==> config.mk <==
export PLATFORM = sky130hd
export DESIGN_NAME = cmos_clock_time_decoder
export DESIGN_NICKNAME = d
export VERILOG_FILES = /design/src/rtl/cctd_pkg.sv /design/src/rtl/cmos_clock_time_decoder.sv
export VERILOG_INCLUDE_DIRS = /design/src /design/src/rtl
export SDC_FILE = /design/constraint.sdc
export NUM_CORES = 1
export LEC_CHECK = 0
export BUFFER_PORTS_ARGS = -buffer_cell sky130_fd_sc_hd__buf_4
export CAP_MARGIN = 20
export CORE_MARGIN = 2
export CORE_UTILIZATION = 45
export CTS_CLUSTER_SIZE = 14
export DETAILED_ROUTE_END_ITERATION = 10
export PLACE_DENSITY = 0.67
export SLEW_MARGIN = 10
export SYNTH_ARGS = -nofsm -noshare
export SYNTH_HDL_FRONTEND = slang
export SYNTH_SLANG_ARGS = --single-unit
export TNS_END_PERCENT = 50
==> constraint.sdc <==
create_clock -name clk -period 13.6 [get_ports clk]
set_input_delay 2.72 -clock clk [delete_from_list [all_inputs] [get_ports clk]]
set_output_delay 2.72 -clock clk [all_outputs]
set_load 0.01 [all_outputs]
==> src/rtl/cmos_clock_time_decoder_macros.svh <==
// Assertion macros for the RTC time decoder.
// Included by the decoder top level; needs clk and rst_n in the including scope.
`ifndef CMOS_CLOCK_TIME_DECODER_MACROS_SVH
`define CMOS_CLOCK_TIME_DECODER_MACROS_SVH

// Same-cycle implication, checked outside reset.
`define CCTD_ASSERT_IMPL(lbl, ante, cons, msg) \
  lbl: assert property (@(posedge clk) disable iff (!rst_n) (ante) |-> (cons)) else $error(msg);

// Next-cycle implication, checked outside reset.
`define CCTD_ASSERT_NEXT(lbl, ante, cons, msg) \
  lbl: assert property (@(posedge clk) disable iff (!rst_n) (ante) |=> (cons)) else $error(msg);

`endif

==> src/rtl/cctd_pkg.sv <==
// Types, constants and helper functions for the RTC time decoder.
// No dependencies; used by cmos_clock_time_decoder.
`default_nettype none

package cctd_pkg;

  // Configuration register indexes
  typedef enum logic [1:0] {
    CFG_BINARY_MODE     = 2'd0,
    CFG_HOUR24_MODE     = 2'd1,
    CFG_DEFAULT_CENTURY = 2'd2
  } cfg_idx_t;

  localparam logic [6:0]  MAX_BYTE_VAL     = 7'd99;
  localparam logic [6:0]  DEFAULT_CENTURY  = 7'd20;
  localparam logic [13:0] YEAR_BASE        = 14'd1900;
  localparam logic [13:0] EPOCH_YEAR       = 14'd1970;
  localparam logic [22:0] DAYS_PER_YEAR    = 23'd365;
  localparam logic [38:0] SECONDS_PER_DAY  = 39'd86400;

  typedef struct packed {
    logic [6:0] val;
    logic       err;
  } dec_t;

  // Decode one register byte (BCD or binary) and saturate at 99.
  function automatic dec_t dec_byte(input logic [7:0] b, input logic bcd);
    logic [7:0] v;
    dec_t       d;
    d.err = 1'b0;
    if (bcd) begin
      d.err = (b[7:4] > 4'd9) || (b[3:0] > 4'd9);
      v = {1'b0, b[7:4], 3'b000} + {3'b000, b[7:4], 1'b0} + {4'b0000, b[3:0]};
    end else begin
      v = b;
    end
    if (v > {1'b0, MAX_BYTE_VAL}) begin
      d.err = 1'b1;
      d.val = MAX_BYTE_VAL;
    end else begin
      d.val = v[6:0];
    end
    return d;
  endfunction

  // Days in the months before the given 0-based month, non-leap year.
  function automatic logic [8:0] cum_days(input logic [3:0] midx);
    logic [8:0] r;
    unique case (midx)
      4'd0:    r = 9'd0;
      4'd1:    r = 9'd31;
      4'd2:    r = 9'd59;
      4'd3:    r = 9'd90;
      4'd4:    r = 9'd120;
      4'd5:    r = 9'd151;
      4'd6:    r = 9'd181;
      4'd7:    r = 9'd212;
      4'd8:    r = 9'd243;
      4'd9:    r = 9'd273;
      4'd10:   r = 9'd304;
      4'd11:   r = 9'd334;
      default: r = 9'd0;
    endcase
    return r;
  endfunction

  // Stage 1: decoded bytes
  typedef struct packed {
    logic [6:0] sec;
    logic [6:0] min;
    logic [6:0] hr;
    logic [6:0] day;
    logic [6:0] mon;
    logic [7:0] wd;
    logic [6:0] yr;
    logic [6:0] cen;
    logic       pm;
    logic       h12;
    logic       err;
  } s1_t;

  // Stage 2: checked, clamped, full year
  typedef struct packed {
    logic [6:0]  sec;
    logic [6:0]  min;
    logic [6:0]  hr;
    logic [6:0]  day;
    logic [3:0]  monc;
    logic [4:0]  dayc;
    logic [2:0]  wdc;
    logic [13:0] full;
    logic        leap;
    logic [4:0]  hs;
    logic [5:0]  ms;
    logic [5:0]  ss;
    logic        err;
  } s2_t;

  // Stage 3: day of year, year offsets, time of day
  typedef struct packed {
    logic [6:0]  sec;
    logic [6:0]  min;
    logic [6:0]  hr;
    logic [6:0]  day;
    logic [3:0]  mon_idx;
    logic [13:0] ysince;
    logic [2:0]  wd_idx;
    logic [8:0]  yday;
    logic [13:0] yrs70;
    logic [16:0] tod;
    logic        err;
  } s3_t;

  // Stage 4: day count since epoch
  typedef struct packed {
    logic [6:0]  sec;
    logic [6:0]  min;
    logic [6:0]  hr;
    logic [6:0]  day;
    logic [3:0]  mon_idx;
    logic [13:0] ysince;
    logic [2:0]  wd_idx;
    logic [8:0]  yday;
    logic [22:0] days;
    logic [16:0] tod;
    logic        err;
  } s4_t;

endpackage

`default_nettype wire

==> src/rtl/cmos_clock_time_decoder.sv <==
// Channel  | Ports                              | Handshake
// request  | in_raw_* (8 x 8 bit)               | start, accepted when start && !busy
// result   | out_* fields, out_range_error      | out_valid strobe, one cycle, no stall
// config   | cfg_we, cfg_index, cfg_wdata       | written on any edge with cfg_we high, outside reset
//
// Five-stage pipeline: decode, check/clamp/year, day of year, day count, epoch.
// One request per cycle; each result is registered in every stage before it reaches the outputs.
// busy stays low: the pipeline never stalls since the receiver cannot.
// Synchronous active-low reset clears stage valid bits and sets the config registers to binary, 24-hour, century 20.
// Depends on cctd_pkg and cmos_clock_time_decoder_macros.svh.
`default_nettype none

`include "cmos_clock_time_decoder_macros.svh"

module cmos_clock_time_decoder (
  input  wire                clk,
  input  wire                rst_n,
  input  wire                start,
  output logic               busy,
  input  wire  [7:0]         in_raw_second,
  input  wire  [7:0]         in_raw_minute,
  input  wire  [7:0]         in_raw_hour,
  input  wire  [7:0]         in_raw_day,
  input  wire  [7:0]         in_raw_month,
  input  wire  [7:0]         in_raw_weekday,
  input  wire  [7:0]         in_raw_year,
  input  wire  [7:0]         in_raw_century,
  output logic               out_valid,
  output logic [6:0]         out_second,
  output logic [6:0]         out_minute,
  output logic [6:0]         out_hour,
  output logic [6:0]         out_month_day,
  output logic [3:0]         out_month_index,
  output logic signed [13:0] out_years_since_1900,
  output logic [2:0]         out_week_day,
  output logic [8:0]         out_year_day,
  output logic signed [38:0] out_epoch_seconds,
  output logic               out_range_error,
  input  wire                cfg_we,
  input  wire  [1:0]         cfg_index,
  input  wire  [6:0]         cfg_wdata
);

  logic       binary_mode_r;
  logic       hour24_mode_r;
  logic [6:0] default_century_r;

  logic [4:0] valid_r;

  cctd_pkg::s1_t s1_r, s1_nxt;
  cctd_pkg::s2_t s2_r, s2_nxt;
  cctd_pkg::s3_t s3_r, s3_nxt;
  cctd_pkg::s4_t s4_r, s4_nxt;

  logic [6:0]  sec_r, min_r, hr_r, mday_r;
  logic [3:0]  mon_idx_r;
  logic [13:0] ysince_r;
  logic [2:0]  wd_idx_r;
  logic [8:0]  yday_r;
  logic [38:0] epoch_r, epoch_nxt;
  logic        err_r;

  logic in_accept;

  assign busy      = 1'b0;
  assign in_accept = start && !busy;

  // Configuration registers
  always_ff @(posedge clk) begin
    if (!rst_n) begin
      binary_mode_r     <= 1'b1;
      hour24_mode_r     <= 1'b1;
      default_century_r <= cctd_pkg::DEFAULT_CENTURY;
    end else if (cfg_we) begin
      unique case (cctd_pkg::cfg_idx_t'(cfg_index))
        cctd_pkg::CFG_BINARY_MODE:     binary_mode_r     <= cfg_wdata[0];
        cctd_pkg::CFG_HOUR24_MODE:     hour24_mode_r     <= cfg_wdata[0];
        cctd_pkg::CFG_DEFAULT_CENTURY: default_century_r <= cfg_wdata;
        default: ;
      endcase
    end
  end

  // Stage 1: byte decode
  always_comb begin
    cctd_pkg::dec_t d_sec, d_min, d_hr, d_day, d_mon, d_yr, d_cen;
    logic           bcd;
    logic           h12;
    logic [7:0]     hraw;
    bcd   = !binary_mode_r;
    h12   = !hour24_mode_r;
    // strip the PM flag before decoding
    hraw  = h12 ? {1'b0, in_raw_hour[6:0]} : in_raw_hour;
    d_sec = cctd_pkg::dec_byte(in_raw_second, bcd);
    d_min = cctd_pkg::dec_byte(in_raw_minute, bcd);
    d_hr  = cctd_pkg::dec_byte(hraw, bcd);
    d_day = cctd_pkg::dec_byte(in_raw_day, bcd);
    d_mon = cctd_pkg::dec_byte(in_raw_month, bcd);
    d_yr  = cctd_pkg::dec_byte(in_raw_year, bcd);
    if (in_raw_century != 8'd0) begin
      d_cen = cctd_pkg::dec_byte(in_raw_century, bcd);
    end else if (default_century_r > cctd_pkg::MAX_BYTE_VAL) begin
      d_cen.val = cctd_pkg::MAX_BYTE_VAL;
      d_cen.err = 1'b1;
    end else begin
      d_cen.val = default_century_r;
      d_cen.err = 1'b0;
    end
    s1_nxt.sec = d_sec.val;
    s1_nxt.min = d_min.val;
    s1_nxt.hr  = d_hr.val;
    s1_nxt.day = d_day.val;
    s1_nxt.mon = d_mon.val;
    s1_nxt.wd  = in_raw_weekday;
    s1_nxt.yr  = d_yr.val;
    s1_nxt.cen = d_cen.val;
    s1_nxt.pm  = h12 && in_raw_hour[7];
    s1_nxt.h12 = h12;
    s1_nxt.err = d_sec.err | d_min.err | d_hr.err | d_day.err | d_mon.err
               | d_yr.err | d_cen.err;
  end

  // Stage 2: range checks, clamps, PM conversion, full year
  always_comb begin
    logic       e;
    logic [6:0] hsum;
    logic [6:0] hconv;
    e = s1_r.err;
    if (s1_r.sec > 7'd59) e = 1'b1;
    if (s1_r.min > 7'd59) e = 1'b1;
    if (s1_r.h12) begin
      if (s1_r.hr < 7'd1 || s1_r.hr > 7'd12) e = 1'b1;
    end else if (s1_r.hr > 7'd23) begin
      e = 1'b1;
    end
    // (hr + 12) mod 24, hr + 12 stays below 112
    hsum = s1_r.hr + 7'd12;
    priority if (hsum >= 7'd96) hconv = hsum - 7'd96;
    else if (hsum >= 7'd72)     hconv = hsum - 7'd72;
    else if (hsum >= 7'd48)     hconv = hsum - 7'd48;
    else if (hsum >= 7'd24)     hconv = hsum - 7'd24;
    else                        hconv = hsum;
    s2_nxt.hr = s1_r.pm ? hconv : s1_r.hr;

    if (s1_r.day == 7'd0) begin
      s2_nxt.dayc = 5'd1;
      e = 1'b1;
    end else if (s1_r.day > 7'd31) begin
      s2_nxt.dayc = 5'd31;
      e = 1'b1;
    end else begin
      s2_nxt.dayc = s1_r.day[4:0];
    end
    if (s1_r.mon == 7'd0) begin
      s2_nxt.monc = 4'd1;
      e = 1'b1;
    end else if (s1_r.mon > 7'd12) begin
      s2_nxt.monc = 4'd12;
      e = 1'b1;
    end else begin
      s2_nxt.monc = s1_r.mon[3:0];
    end
    if (s1_r.wd == 8'd0) begin
      s2_nxt.wdc = 3'd1;
      e = 1'b1;
    end else if (s1_r.wd > 8'd7) begin
      s2_nxt.wdc = 3'd7;
      e = 1'b1;
    end else begin
      s2_nxt.wdc = s1_r.wd[2:0];
    end

    s2_nxt.sec  = s1_r.sec;
    s2_nxt.min  = s1_r.min;
    s2_nxt.day  = s1_r.day;
    s2_nxt.full = {7'd0, s1_r.yr} + {7'd0, s1_r.cen} * 14'd100;
    // century year is leap only when the century is a multiple of four
    s2_nxt.leap = (s1_r.yr[1:0] == 2'b00)
               && ((s1_r.yr != 7'd0) || (s1_r.cen[1:0] == 2'b00));
    s2_nxt.hs   = (s2_nxt.hr > 7'd23) ? 5'd23 : s2_nxt.hr[4:0];
    s2_nxt.ms   = (s1_r.min > 7'd59) ? 6'd59 : s1_r.min[5:0];
    s2_nxt.ss   = (s1_r.sec > 7'd59) ? 6'd59 : s1_r.sec[5:0];
    s2_nxt.err  = e;
  end

  // Stage 3: day of year, year offsets, seconds into the day
  always_comb begin
    logic [3:0] midx;
    logic [8:0] leap_add;
    midx     = s2_r.monc - 4'd1;
    leap_add = {8'd0, (s2_r.monc >= 4'd3) && s2_r.leap};
    s3_nxt.sec     = s2_r.sec;
    s3_nxt.min     = s2_r.min;
    s3_nxt.hr      = s2_r.hr;
    s3_nxt.day     = s2_r.day;
    s3_nxt.mon_idx = midx;
    s3_nxt.wd_idx  = s2_r.wdc - 3'd1;
    s3_nxt.yday    = cctd_pkg::cum_days(midx) + {4'd0, s2_r.dayc} - 9'd1 + leap_add;
    s3_nxt.ysince  = s2_r.full - cctd_pkg::YEAR_BASE;
    s3_nxt.yrs70   = s2_r.full - cctd_pkg::EPOCH_YEAR;
    s3_nxt.tod     = {12'd0, s2_r.hs} * 17'd3600 + {11'd0, s2_r.ms} * 17'd60
                   + {11'd0, s2_r.ss};
    s3_nxt.err     = s2_r.err;
  end

  // Stage 4: days since epoch, 365-day years (modular arithmetic keeps the sign)
  always_comb begin
    logic [22:0] yrs_x;
    yrs_x = {{9{s3_r.yrs70[13]}}, s3_r.yrs70};
    s4_nxt.sec     = s3_r.sec;
    s4_nxt.min     = s3_r.min;
    s4_nxt.hr      = s3_r.hr;
    s4_nxt.day     = s3_r.day;
    s4_nxt.mon_idx = s3_r.mon_idx;
    s4_nxt.ysince  = s3_r.ysince;
    s4_nxt.wd_idx  = s3_r.wd_idx;
    s4_nxt.yday    = s3_r.yday;
    s4_nxt.days    = yrs_x * cctd_pkg::DAYS_PER_YEAR + {14'd0, s3_r.yday};
    s4_nxt.tod     = s3_r.tod;
    s4_nxt.err     = s3_r.err;
  end

  // Stage 5: epoch seconds
  always_comb begin
    logic [38:0] days_x;
    days_x    = {{16{s4_r.days[22]}}, s4_r.days};
    epoch_nxt = days_x * cctd_pkg::SECONDS_PER_DAY + {22'd0, s4_r.tod};
  end

  always_ff @(posedge clk) begin
    if (!rst_n) begin
      valid_r <= '0;
    end else begin
      valid_r <= {valid_r[3:0], in_accept};
    end
  end

  // Payload registers; no reset needed
  always_ff @(posedge clk) begin
    s1_r      <= s1_nxt;
    s2_r      <= s2_nxt;
    s3_r      <= s3_nxt;
    s4_r      <= s4_nxt;
    sec_r     <= s4_r.sec;
    min_r     <= s4_r.min;
    hr_r      <= s4_r.hr;
    mday_r    <= s4_r.day;
    mon_idx_r <= s4_r.mon_idx;
    ysince_r  <= s4_r.ysince;
    wd_idx_r  <= s4_r.wd_idx;
    yday_r    <= s4_r.yday;
    epoch_r   <= epoch_nxt;
    err_r     <= s4_r.err;
  end

  assign out_valid            = valid_r[4];
  assign out_second           = sec_r;
  assign out_minute           = min_r;
  assign out_hour             = hr_r;
  assign out_month_day        = mday_r;
  assign out_month_index      = mon_idx_r;
  assign out_years_since_1900 = ysince_r;
  assign out_week_day         = wd_idx_r;
  assign out_year_day         = yday_r;
  assign out_epoch_seconds    = epoch_r;
  assign out_range_error      = err_r;

  `CCTD_ASSERT_IMPL(a_result_latency, out_valid, $past(start, 5), "result without request")
  `CCTD_ASSERT_IMPL(a_clean_ranges, out_valid && !out_range_error,
    out_second <= 7'd59 && out_minute <= 7'd59 && out_hour <= 7'd23
    && out_month_day >= 7'd1 && out_month_day <= 7'd31,
    "field out of range without range_error")
  `CCTD_ASSERT_IMPL(a_index_ranges, out_valid,
    out_month_index <= 4'd11 && out_week_day <= 3'd6 && out_year_day <= 9'd365,
    "clamped index out of range")
  `CCTD_ASSERT_NEXT(a_request_flows, valid_r[3], out_valid, "result lost in last stage")

endmodule

`default_nettype wire

==> results.py <==
metrics = {
    "clock_network": {
        "cts-root-buf": "clkbuf_16",
        "insertion_delay_ns": 0.58,
        "clockBufferDepth": 3,
        "clk_pin_slew_ns": 0.06,
        "htreeDepth": 2,
        "numCtsBuffers": 45,
        "ctsHoldBuffers": 0,
        "cts_setup_buffers": 0,
        "ctsResizeCount": 0,
        "cts_tree": "done",
        "cts.sinks": 433,
    },
    "logic_synthesis": {
        "syn-num-nets": 2878,
        "synth-seq-area-share": 0.361,
        "synth_warnings": 0,
        "synth_area_leaders": "dfxtp_1 (36%), ha_1 (18%), fa_1 (13%), inv_1 (5.3%), xnor2_1 (4.5%)",
        "synth_top_area_frac": 0.361,
        "ys.flop_type": "dfxtp_1",
        "synth.ff_latch_count": 433,
        "synth.avg_cell_area_um2": 10.4,
        "synth_common_cells": "dfxtp_1 (433), ha_1 (347), inv_1 (339)",
        "netlist-cell-type-count": 91,
        "synth_cells": 2301,
        "yosysMostFrequentCell": "dfxtp_1",
        "netlist_area_um2": 24000,
        "ys_async_sr_fraction": 0,
        "yosysTopAreaCell": "dfxtp_1",
        "synth_edf_count": 0,
    },
    "global_routing": {
        "grt_use_total": 0.166,
        "grt_max_degree": 80,
        "grt_first_pass_wirelength_um": 76700,
        "grt_remaining_overflow": 0,
        "grt_pass1_vias": 16163,
        "antenna_found_initial": 1,
    },
    "sta": {
        "slew_headroom": 0.415,
        "setup_viol": 0,
        "finClkSkew_ns": 0.0360,
        "period_needed_ns": 5.47,
        "worst-slew-pin-transition_ns": 0.870,
        "rsz0062_at_grt": "false",
        "fin_tns_setup_ns": 0,
        "fmax_ghz": 0.183,
        "finalMaxSlewViolations": 0,
        "finalHoldViolCount": 0,
        "period_share": 0.402,
    },
    "drt": {
        "drt_iter0_drc": 568,
        "wl_per_cell_um": 14.2,
        "vias": 15659,
        "vias_per_cell": 4.88,
        "first_pass_iters": 7,
        "ant_nets": 0,
        "drc": 0,
        "drt_wl_total_um": 45700,
    },
    "worst_setup_path": {
        "required_ns": 14.04,
        "cp.arrival_ns": 5.90,
        "cp_max_fo": 10,
        "end_kind": "flop",
        "cp-start-kind": "flop",
        "worst-setup-path-type": "reg2reg",
    },
    "floorplan": {
        "die_h_um": 235,
        "die_width_um": 235,
        "row_count": 84,
        "io_pins": 177,
        "start_util": 0.456,
        "fp.coreArea_um2": 52700,
        "dieArea_um2": 55200,
    },
    "flow_run": {
        "maxCapViolations": 0,
    },
    "layout": {
        "nFillCells": 4597,
        "syn_to_final_growth_pct": 14.4,
        "final_layout_size_suffix_gt1_frac": 0.122,
        "multi_input_area_um2": 13900,
        "diodes": 0,
        "nNetsFinal": 3070,
        "seq_area_um2": 8670,
    },
    "worst_hold_path": {
        "hold_class": "reg2reg",
    },
    "placed_design": {
        "port_buffers": 175,
        "dp_hpwl_um": 37400,
        "place.gp.congestion": 0.862,
    },
    "run_status": {
        "outcome": "complete, no violations",
    },
}
[cells by family (layout without fill, tap and decap cells)]
| logic type | after synthesis | count (layout) | share of synthesized area |
|---|---|---|---|
| xor gates and xnor gates | 177 | 177 | 0.0646 |
| muxes | 31 | 31 | 0.0133 |
| DFF | 433 | 433 | 0.361 |
| other | 1 | 1 | 0.000156 |
| adders and majority gates | 500 | 500 | 0.309 |
| buffers and inverters | 372 | 592 | 0.0599 |
| AOI/OAI and AO/OA | 366 | 366 | 0.102 |
| and+or+nand+nor | 421 | 421 | 0.0904 |
[worst max-delay path, cell delays in order (launching register included)]
cell	delay (ns)
dfxtp_1	0.49
ha_1	0.31
fa_1	0.54
fa_1	0.42
ha_1	0.29
inv_1	0.05
fa_1	0.49
inv_1	0.04
ha_1	0.47
nand2_1	0.12
o21ai_1	0.32
mux2_1	0.35
a311oi_1	0.24
o211ai_1	0.23
nor3_2	0.25
nand2_1	0.13
nor2_1	0.26
nand4_1	0.16
xnor2_1	0.15
[per-layer routing]
layer	up-vias	global-route usage	share of wire
met5	-	0	0.00035
met4	2	0.0441	0.020
met3	64	0.0399	0.055
met2	272	0.288	0.47
met1	7284	0.205	0.45
li1	8037	-	-
[flip-flops by register name, summed over array words and instances, names as in the netlist]
signal                flops
s4_r                     99
out_month_index           4
out_hour                  7
default_century_r         7
out_years_since_1900     14
out_week_day              3
out_minute                7
out_month_day             7
out_year_day              9
binary_mode_r             1
out_epoch_seconds        39
s3_r                     89
out_second                7
out_range_error           1
s2_r                     73
s1_r                     60
valid_r                   5
hour24_mode_r             1
[path summary, 6_finish.rpt]
kind                    start                            end  slack (ns)  cells past startpoint
min          s2_r[50]$_DFF_P_               s3_r[67]$_DFF_P_        0.31                      0
max          s4_r[30]$_DFF_P_  out_epoch_seconds[37]$_DFF_P_        8.13                     18
min reg2reg  s2_r[50]$_DFF_P_               s3_r[67]$_DFF_P_        0.31                      0
max reg2reg  s4_r[30]$_DFF_P_  out_epoch_seconds[37]$_DFF_P_        8.13                     18
[placed cells by master (no fill, tap or decap), types with 11 or more instances in the layout]
cell type / count
fa_1: 153
nor2_1: 115
xor2_1: 53
ha_1: 347
xnor2_1: 124
nand2_1: 78
o21bai_1: 20
nor3_1: 37
and2_1: 16
o31ai_1: 20
buf_4: 176
dfxtp_1: 432
a21o_1: 41
nand4_1: 14
inv_1: 339
nand3_1: 23
o21a_1: 11
or2_2: 20
o21ai_0: 56
or3_1: 12
mux2i_1: 26
nand2b_1: 15
clkbuf_16: 45
nor2b_1: 37
a21oi_1: 124
[per-stage QoR]
stage	hold slack, ns	cell area (µm²)	setup WS, ns	util	cells
after CTS	0.316	27500	8.10	0.521	3208
after global placement	0.310	26000	7.86	0.494	3133
after floorplan	0.310	24000	8.48	-	2301
after detailed placement	0.312	26000	7.81	0.494	3133
final	0.311	27500	8.13	0.521	3209
after global routing	0.320	27500	7.78	0.521	3209
[final cells by class]
type | instances | area share
sequential | 433 | 0.316
tap | 688 | 0.0313
clock inverter | 20 | 0.00879
clock buffer | 55 | 0.0435
inverter | 340 | 0.0465
multi-input combinational | 1496 | 0.506
timing repair buffer | 177 | 0.0483
Power is not shown: default switching activity piles up to over one toggle a cycle in this logic, so the estimate is an artifact.
